## src/rtl/bcc_pkg.sv

```systemverilog
// Shared types and constants for the barometer calibration compensation block.
// No dependencies; used by every module in rtl/.
`default_nettype none

package bcc_pkg;

  // Configuration register indexes.
  typedef enum logic [1:0] {
    CAL_WORD_A = 2'd0,
    CAL_WORD_B = 2'd1,
    CAL_WORD_C = 2'd2,
    CAL_WORD_D = 2'd3
  } cfg_index_t;

  // Coefficients unpacked from the calibration words.
  typedef struct packed {
    logic [14:0] c1;
    logic [11:0] c2;
    logic [9:0]  c3;
    logic [9:0]  c4;
    logic [10:0] c5;
    logic [5:0]  c6;
  } coef_t;

  // Beat leaving the front half of the pipeline.
  typedef struct packed {
    logic               valid;
    logic signed [18:0] sens;
    logic signed [16:0] d1m;
    logic signed [17:0] off;
    logic signed [13:0] temp;
  } mid_t;

  localparam logic [16:0] DT_BASE     = 17'd20224;
  localparam logic [16:0] D1_BASE     = 17'd7168;
  localparam logic [15:0] SENS_BASE   = 16'd24576;
  localparam logic [10:0] C4_BASE     = 11'd512;
  localparam logic [7:0]  C6_BIAS     = 8'd50;
  localparam logic [17:0] PRESS_BASE  = 18'd2500;
  localparam logic [15:0] TEMP_BASE   = 16'd200;

endpackage

`default_nettype wire

```

## src/rtl/bcc_coef.sv

```systemverilog
// Calibration word registers and their unpacking into coefficients C1..C6.
// Depends on bcc_pkg.
`default_nettype none

module bcc_coef (
  input  wire logic                clk,
  input  wire logic                rst,
  input  wire logic                cfg_valid,
  input  wire bcc_pkg::cfg_index_t cfg_index,
  input  wire logic [15:0]         cfg_data,
  output bcc_pkg::coef_t           coef
);
  import bcc_pkg::*;

  logic [15:0] word_a, word_b, word_c, word_d;

  always_ff @(posedge clk) begin
    if (rst) begin
      word_a <= '0;
      word_b <= '0;
      word_c <= '0;
      word_d <= '0;
    end else if (cfg_valid) begin
      case (cfg_index)
        CAL_WORD_A: word_a <= cfg_data;
        CAL_WORD_B: word_b <= cfg_data;
        CAL_WORD_C: word_c <= cfg_data;
        CAL_WORD_D: word_d <= cfg_data;
        default: ;
      endcase
    end
  end

  always_comb begin
    coef.c1 = word_a[15:1];
    coef.c2 = {word_c[5:0], word_d[5:0]};
    coef.c3 = word_d[15:6];
    coef.c4 = word_c[15:6];
    coef.c5 = {word_a[0], word_b[15:6]};
    coef.c6 = word_b[5:0];
  end

endmodule

`default_nettype wire

```

## src/rtl/bcc_front.sv

```systemverilog
// Front half of the compensation pipeline: dt, the three dt products, then
// offset, sensitivity and temperature. Depends on bcc_pkg.
`default_nettype none

module bcc_front (
  input  wire logic           clk,
  input  wire logic           rst,
  input  wire logic           start,
  input  wire logic [15:0]    raw_pressure,
  input  wire logic [15:0]    raw_temperature,
  input  wire bcc_pkg::coef_t coef,
  output bcc_pkg::mid_t       mid
);
  import bcc_pkg::*;

  // stage 1
  logic               s1_valid;
  logic signed [16:0] s1_dt;
  logic signed [16:0] s1_d1m;
  // stage 2
  logic               s2_valid;
  logic signed [27:0] s2_off_prod;
  logic signed [27:0] s2_sens_prod;
  logic signed [24:0] s2_temp_prod;
  logic signed [16:0] s2_d1m;

  logic signed [10:0] c4m;
  logic signed [10:0] c3s;
  logic signed [7:0]  c6p;
  logic [15:0]        sens_base;
  logic [15:0]        temp_sum;

  assign c4m       = signed'({1'b0, coef.c4} - C4_BASE);
  assign c3s       = signed'({1'b0, coef.c3});
  assign c6p       = signed'({2'b00, coef.c6} + C6_BIAS);
  assign sens_base = {1'b0, coef.c1} + SENS_BASE;
  assign temp_sum  = {s2_temp_prod[24], s2_temp_prod[24:10]} + TEMP_BASE;

  always_ff @(posedge clk) begin
    if (rst) begin
      s1_valid  <= 1'b0;
      s2_valid  <= 1'b0;
    end else begin
      s1_valid  <= start;
      s2_valid  <= s1_valid;
    end
  end

  always_ff @(posedge clk) begin
    s1_dt  <= signed'({1'b0, raw_temperature} - {3'b000, coef.c5, 3'b000} - DT_BASE);
    s1_d1m <= signed'({1'b0, raw_pressure} - D1_BASE);

    s2_off_prod  <= s1_dt * c4m;
    s2_sens_prod <= s1_dt * c3s;
    s2_temp_prod <= s1_dt * c6p;
    s2_d1m       <= s1_d1m;

    // the whole mid beat is written here, valid bit included
    if (rst) begin
      mid.valid <= 1'b0;
    end else begin
      mid.valid <= s2_valid;
    end

    // floor shifts are arithmetic part-selects of the products
    mid.off  <= signed'({4'b0000, coef.c2, 2'b00}
                        + {{2{s2_off_prod[27]}}, s2_off_prod[27:12]});
    mid.sens <= signed'({3'b000, sens_base} + {s2_sens_prod[27], s2_sens_prod[27:10]});
    mid.temp <= signed'(temp_sum[13:0]);
    mid.d1m  <= s2_d1m;
  end

endmodule

`default_nettype wire

```

## src/rtl/bcc_back.sv

```systemverilog
// Back half of the compensation pipeline: sens * (D1 - 7168), x, and the
// registered pressure and temperature outputs. Depends on bcc_pkg.
`default_nettype none

module bcc_back (
  input  wire logic          clk,
  input  wire logic          rst,
  input  wire bcc_pkg::mid_t mid,
  output logic               done,
  output logic signed [17:0] pressure_tenths_mbar,
  output logic signed [13:0] temperature_tenths_c
);
  import bcc_pkg::*;

  // stage 4
  logic               s4_valid;
  logic signed [35:0] s4_prod;
  logic signed [17:0] s4_off;
  logic signed [13:0] s4_temp;
  // stage 5
  logic               s5_valid;
  logic signed [22:0] s5_x;
  logic signed [13:0] s5_temp;

  logic [26:0] x_times10;

  // 10 * x as 8x + 2x
  assign x_times10 = {s5_x[22], s5_x, 3'b000} + {{3{s5_x[22]}}, s5_x, 1'b0};

  always_ff @(posedge clk) begin
    if (rst) begin
      s4_valid <= 1'b0;
      s5_valid <= 1'b0;
      done     <= 1'b0;
    end else begin
      s4_valid <= mid.valid;
      s5_valid <= s4_valid;
      done     <= s5_valid;
    end
  end

  always_ff @(posedge clk) begin
    s4_prod <= mid.sens * mid.d1m;
    s4_off  <= mid.off;
    s4_temp <= mid.temp;

    s5_x    <= signed'({s4_prod[35], s4_prod[35:14]} - {{5{s4_off[17]}}, s4_off});
    s5_temp <= s4_temp;

    pressure_tenths_mbar <= signed'(x_times10[22:5] + PRESS_BASE);
    temperature_tenths_c <= s5_temp;
  end

endmodule

`default_nettype wire

```

## src/rtl/barometer_calibration_compensation.sv

```systemverilog
// Barometer first-order calibration compensation, six-stage pipeline.
// A beat taken with start passes through s1, s2, mid, s4 and s5 and leaves with done
// high on the registered outputs. Throughput: one beat per clock; busy stays low,
// as the multipliers are pipelined (three on dt, one on sens * (D1 - 7168)).
// Reset (rst, synchronous) clears the calibration words and all valid bits;
// the receiver cannot stall, so done is a one-cycle strobe.
`default_nettype none

module barometer_calibration_compensation (
  input  wire logic                clk,
  input  wire logic                rst,
  input  wire logic                start,
  output logic                     busy,
  input  wire logic [15:0]         raw_pressure,
  input  wire logic [15:0]         raw_temperature,
  output logic                     done,
  output logic signed [17:0]       pressure_tenths_mbar,
  output logic signed [13:0]       temperature_tenths_c,
  input  wire logic                cfg_valid,
  output logic                     cfg_ready,
  input  wire bcc_pkg::cfg_index_t cfg_index,
  input  wire logic [15:0]         cfg_data
);
  import bcc_pkg::*;

  coef_t coef;
  mid_t  mid;

  assign busy      = 1'b0;
  assign cfg_ready = 1'b1;

  bcc_coef u_coef (
    .clk       (clk),
    .rst       (rst),
    .cfg_valid (cfg_valid),
    .cfg_index (cfg_index),
    .cfg_data  (cfg_data),
    .coef      (coef)
  );

  bcc_front u_front (
    .clk             (clk),
    .rst             (rst),
    .start           (start),
    .raw_pressure    (raw_pressure),
    .raw_temperature (raw_temperature),
    .coef            (coef),
    .mid             (mid)
  );

  bcc_back u_back (
    .clk                  (clk),
    .rst                  (rst),
    .mid                  (mid),
    .done                 (done),
    .pressure_tenths_mbar (pressure_tenths_mbar),
    .temperature_tenths_c (temperature_tenths_c)
  );

endmodule

`default_nettype wire

```

## config.mk

```make
export PLATFORM = sky130hd
export DESIGN_NAME = barometer_calibration_compensation
export DESIGN_NICKNAME = d
export VERILOG_FILES = /design/src/rtl/bcc_pkg.sv /design/src/rtl/bcc_coef.sv /design/src/rtl/bcc_front.sv /design/src/rtl/bcc_back.sv /design/src/rtl/barometer_calibration_compensation.sv
export SDC_FILE = /design/constraint.sdc
export NUM_CORES = 2
export LEC_CHECK = 0
export ABC_CLOCK_PERIOD_IN_PS = 18830
export BUFFER_PORTS_ARGS = -buffer_cell sky130_fd_sc_hd__buf_4
export CORE_ASPECT_RATIO = 0.7
export CORE_MARGIN = 1.5
export CORE_UTILIZATION = 35
export DETAILED_ROUTE_END_ITERATION = 8
export GPL_TIMING_DRIVEN = 0
export SLEW_MARGIN = 20
export SYNTH_ARGS = -nofsm -noshare
export SYNTH_HDL_FRONTEND = slang
export SYNTH_HIERARCHICAL = 1
export SYNTH_SLANG_ARGS = --single-unit
export TNS_END_PERCENT = 1
```

## constraint.sdc

```tcl
create_clock -name clk -period 18.83 [get_ports clk]
set_clock_uncertainty 0.1 [all_clocks]
set_input_delay 3.766 -clock clk [delete_from_list [all_inputs] [get_ports clk]]
set_output_delay 3.766 -clock clk [all_outputs]
set_load 0.005 [all_outputs]
```

==> flow_summary.json <==
{
  "outcome": "finished clean",
  "first_global_vias": 29588,
  "slew_violations": 0,
  "worst_ep_required_time_ps": 19170,
  "cp-start-kind": "flop",
  "slew_headroom": 0.206,
  "max_stage_delay_ps": 680,
  "vias": 28743,
  "rr_startpoint": "u_front/mid[57]$_DFF_P_",
  "yosys_register_bits": 358,
  "worstPathMaxFanout": 10,
  "syn_nets": 5426,
  "synth_warnings": 6,
  "rr_worst_depth": 20,
  "dr.pass1.iters": 6,
  "crit_arrival_ps": 8410,
  "start_util": 0.355,
  "setup-tns-final_ps": 0,
  "die_w_microns": 412,
  "synthAdderAreaFrac": 0.465,
  "row_count": 104,
  "yosysUniqueCellTypes": 85,
  "min_from": "u_back/s5_temp[0]$_DFF_P_",
  "place_ws_ps": 10700,
  "muxShareOfSynthArea": 0.0168,
  "synth_top_family_by_area": "adder cells",
  "worst_pin_slew_ps": 1190,
  "drtIter0Drc": 2254,
  "die_h_microns": 290,
  "synth_edf_count": 0,
  "crit_top_cell": "fa_1",
  "clockBufferDepth": 3,
  "ff2ff_setup_slack_ps": 10760,
  "grt_usage": 0.188,
  "antenna_found_initial": 16,
  "synth_compound_area_frac": 0.0535,
  "cts_setup_buffers": 0,
  "ys_seq_area_frac": 0.175,
  "ant_nets": 0,
  "cp_slowest_cell": "dfxtp_1",
  "final_nets": 5553,
  "rsz0062_at_grt": "no",
  "timing.hold.worst_path_depth": 0,
  "drc": 0,
  "vias_per_cell": 4.80,
  "rr_endpoint": "u_back/s4_prod[34]$_DFF_P_",
  "crit_cells": 20,
  "cap_violations": 0,
  "crit_family": "adder cells",
  "post_drt_wl_per_cell_microns": 18.3,
  "clk_pin_slew_ps": 80,
  "portBuffers": 86,
  "critPathKind": "reg2reg",
  "finalSetupViolations": 0,
  "min_path_type": "reg2reg",
  "cts_root_buf": "clkbuf_16",
  "drive_gt1_frac": 0.0481,
  "clk_latency_ps": 610,
  "gp_congestion": 0.941,
  "yosys.area_share.simple": 0.152,
  "syn_avg_cell_area_sq_um": 9.57,
  "gr-total-overflow": 0,
  "grt_max_degree": 16,
  "cts_tree": "built",
  "holdBufCountCts": 0,
  "core_area_sq_mm": 0.116,
  "crit_path_cell_trace": "clkbuf_1 -> nand2_1 -> fa_1 -> fa_1 -> fa_1 -> fa_1 -> inv_1 -> fa_1 -> fa_1 -> ha_1 -> o21ai_0 -> a31oi_1 -> o21ai_1 -> o2111a_2 -> o31ai_2 -> a41oi_2 -> o21ai_2 -> a2111oi_2 -> or2_1 -> xnor2_1",
  "synthToLayoutAreaGrowth_pct": 9.72,
  "max_freq_mhz": 124,
  "cts_sinks": 358,
  "ys.flop_type": "dfxtp_1",
  "netlist_instances": 4290,
  "final_hold_viol_count": 0,
  "cts.repair.resized": 0,
  "grt_pass1_wl_mm": 172,
  "die-area_sq_mm": 0.119,
  "setup_ws_ps": 10760,
  "period_needed_ps": 8070,
  "async_flop_share": 0,
  "min_to": "u_back/temperature_tenths_c[0]$_DFF_P_",
  "crit_buf_inv": 2,
  "wl_mm": 110,
  "ctsHtreeMaxLevel": 2,
  "cts_buffers": 39,
  "synth_xor_area_frac": 0.0392,
  "syn_area_sq_mm": 0.0411,
  "num_io_pins": 89,
  "hpwl_mm": 90.7,
  "end_kind": "flop",
  "timing.final.crit_share": 0.429
}
[placed cells by master (no fill, tap or decap), types with 104 or more instances in the layout]
master and count:
inv_1 919, fa_1 738, nand2_1 403, and2_1 359, dfxtp_1 358, ha_1 344, clkbuf_1 146, xnor2_1 131
nor2_1 122, nand2b_1 104
[layer usage]
metal  vias to the layer above  wire (microns)  GRT usage
met4                         4            1560     0.0306
met2                      1027           41900      0.256
li1                      13175               -          -
met5                         -              21          0
met3                       102           11800     0.0535
met1                     14435           54600      0.295
[cells by family (layout without fill, tap and decap cells)]
| kind of cell | Yosys count | count (layout) |
|---|---|---|
| AO/OA/AOI/OAI | 311 | 311 |
| XOR/XNOR | 184 | 184 |
| adder cells (fa/ha/maj) | 1083 | 1083 |
| buffers and inverters | 1074 | 1229 |
| flip-flops | 358 | 358 |
| multiplexers | 68 | 68 |
| other | 2 | 4 |
| AND/OR/NAND/NOR | 1210 | 1210 |
[flip-flops by register name (all words and copies together) (netlist names)]
name,flops
u_front/mid,68
u_back/s4_off,18
u_back/s4_valid,1
u_coef/word_c,16
u_coef/word_b,16
u_front/s2_off_prod,16
u_back/s4_prod,22
u_coef/word_d,16
u_coef/word_a,16
u_front/s1_valid,1
u_front/s2_sens_prod,18
u_front/s2_valid,1
u_front/s2_temp_prod,14
u_back/s5_x,22
u_back/done,1
u_back/temperature_tenths_c,14
u_front/s1_dt,17
u_back/s5_temp,14
u_back/s4_temp,14
u_back/pressure_tenths_mbar,18
u_back/s5_valid,1
u_front/s1_d1m,17
u_front/s2_d1m,17
[worst reg2reg max path, stage by stage, from the launching register on]
cell and delay [ps]:
dfxtp_1 680, clkbuf_1 630, nand2_1 170, fa_1 590
fa_1 440, fa_1 480, fa_1 500, inv_1 60
fa_1 530, fa_1 570, ha_1 330, o21ai_0 80
a31oi_1 190, o21ai_1 300, o2111a_2 400, o31ai_2 550
a41oi_2 290, o21ai_2 310, a2111oi_2 120, or2_1 230
xnor2_1 340
[through the flow]
step,utilization,cells,hold slack (ps),instance area (sq um)
floorplan,-,4290,210,41100
global placement,0.377,5913,212,43600
detailed placement,0.377,5913,212,43600
CTS,0.389,5982,207,45000
global route,0.389,5983,217,45100
finish,0.389,5984,211,45100
[cells in the mapped netlist, types with 13 or more instances]
| master | instances | area, sq um |
|---|---|---|
| inv_1 | 919 | 3450 |
| fa_1 | 738 | 14800 |
| nand2_1 | 403 | 1510 |
| and2_1 | 359 | 2250 |
| dfxtp_1 | 358 | 7170 |
| ha_1 | 344 | 4300 |
| clkbuf_1 | 144 | 541 |
| xnor2_1 | 131 | 1150 |
| nor2_1 | 122 | 458 |
| nand2b_1 | 104 | 651 |
| nor2b_1 | 83 | 519 |
| a21oi_1 | 81 | 405 |
| mux2i_1 | 65 | 651 |
| xor2_1 | 53 | 464 |
| o21ai_0 | 49 | 245 |
| nor3_1 | 34 | 170 |
| a21o_1 | 27 | 203 |
| nand3_1 | 25 | 125 |
| o21a_1 | 23 | 173 |
| a211oi_1 | 16 | 120 |
| and3_1 | 14 | 87.6 |
| a31oi_1 | 13 | 81.3 |
[layout make-up]
class,instances,area [sq um]
Antenna cell,2,5.00
Timing Repair Buffer,86,646
Inverter,919,3450
Clock buffer,48,1070
Multi-Input combinational cell,2858,29900
Sequential cell,358,7170
Tap cell,1537,1920
Fill cell,11474,70600
Buffer,155,614
Clock inverter,21,323
[how the worst max path moves through the flow]
stage	start	endpoint	slack, ps
after floorplan	u_front/mid[45]$_DFF_P_	u_back/s4_prod[35]$_DFF_P_	12370
after global placement	u_front/mid[56]$_DFF_P_	u_back/s4_prod[34]$_DFF_P_	10830
after global routing	u_front/mid[45]$_DFF_P_	u_back/s4_prod[34]$_DFF_P_	10330
final	u_front/mid[57]$_DFF_P_	u_back/s4_prod[34]$_DFF_P_	10760
after CTS	u_front/mid[56]$_DFF_P_	u_back/s4_prod[34]$_DFF_P_	10630
after detailed placement	u_front/mid[56]$_DFF_P_	u_back/s4_prod[34]$_DFF_P_	10700
Power is left out: the tool's default activity adds up to more than one toggle a clock period on the data nets, which glitch-free logic cannot reach.
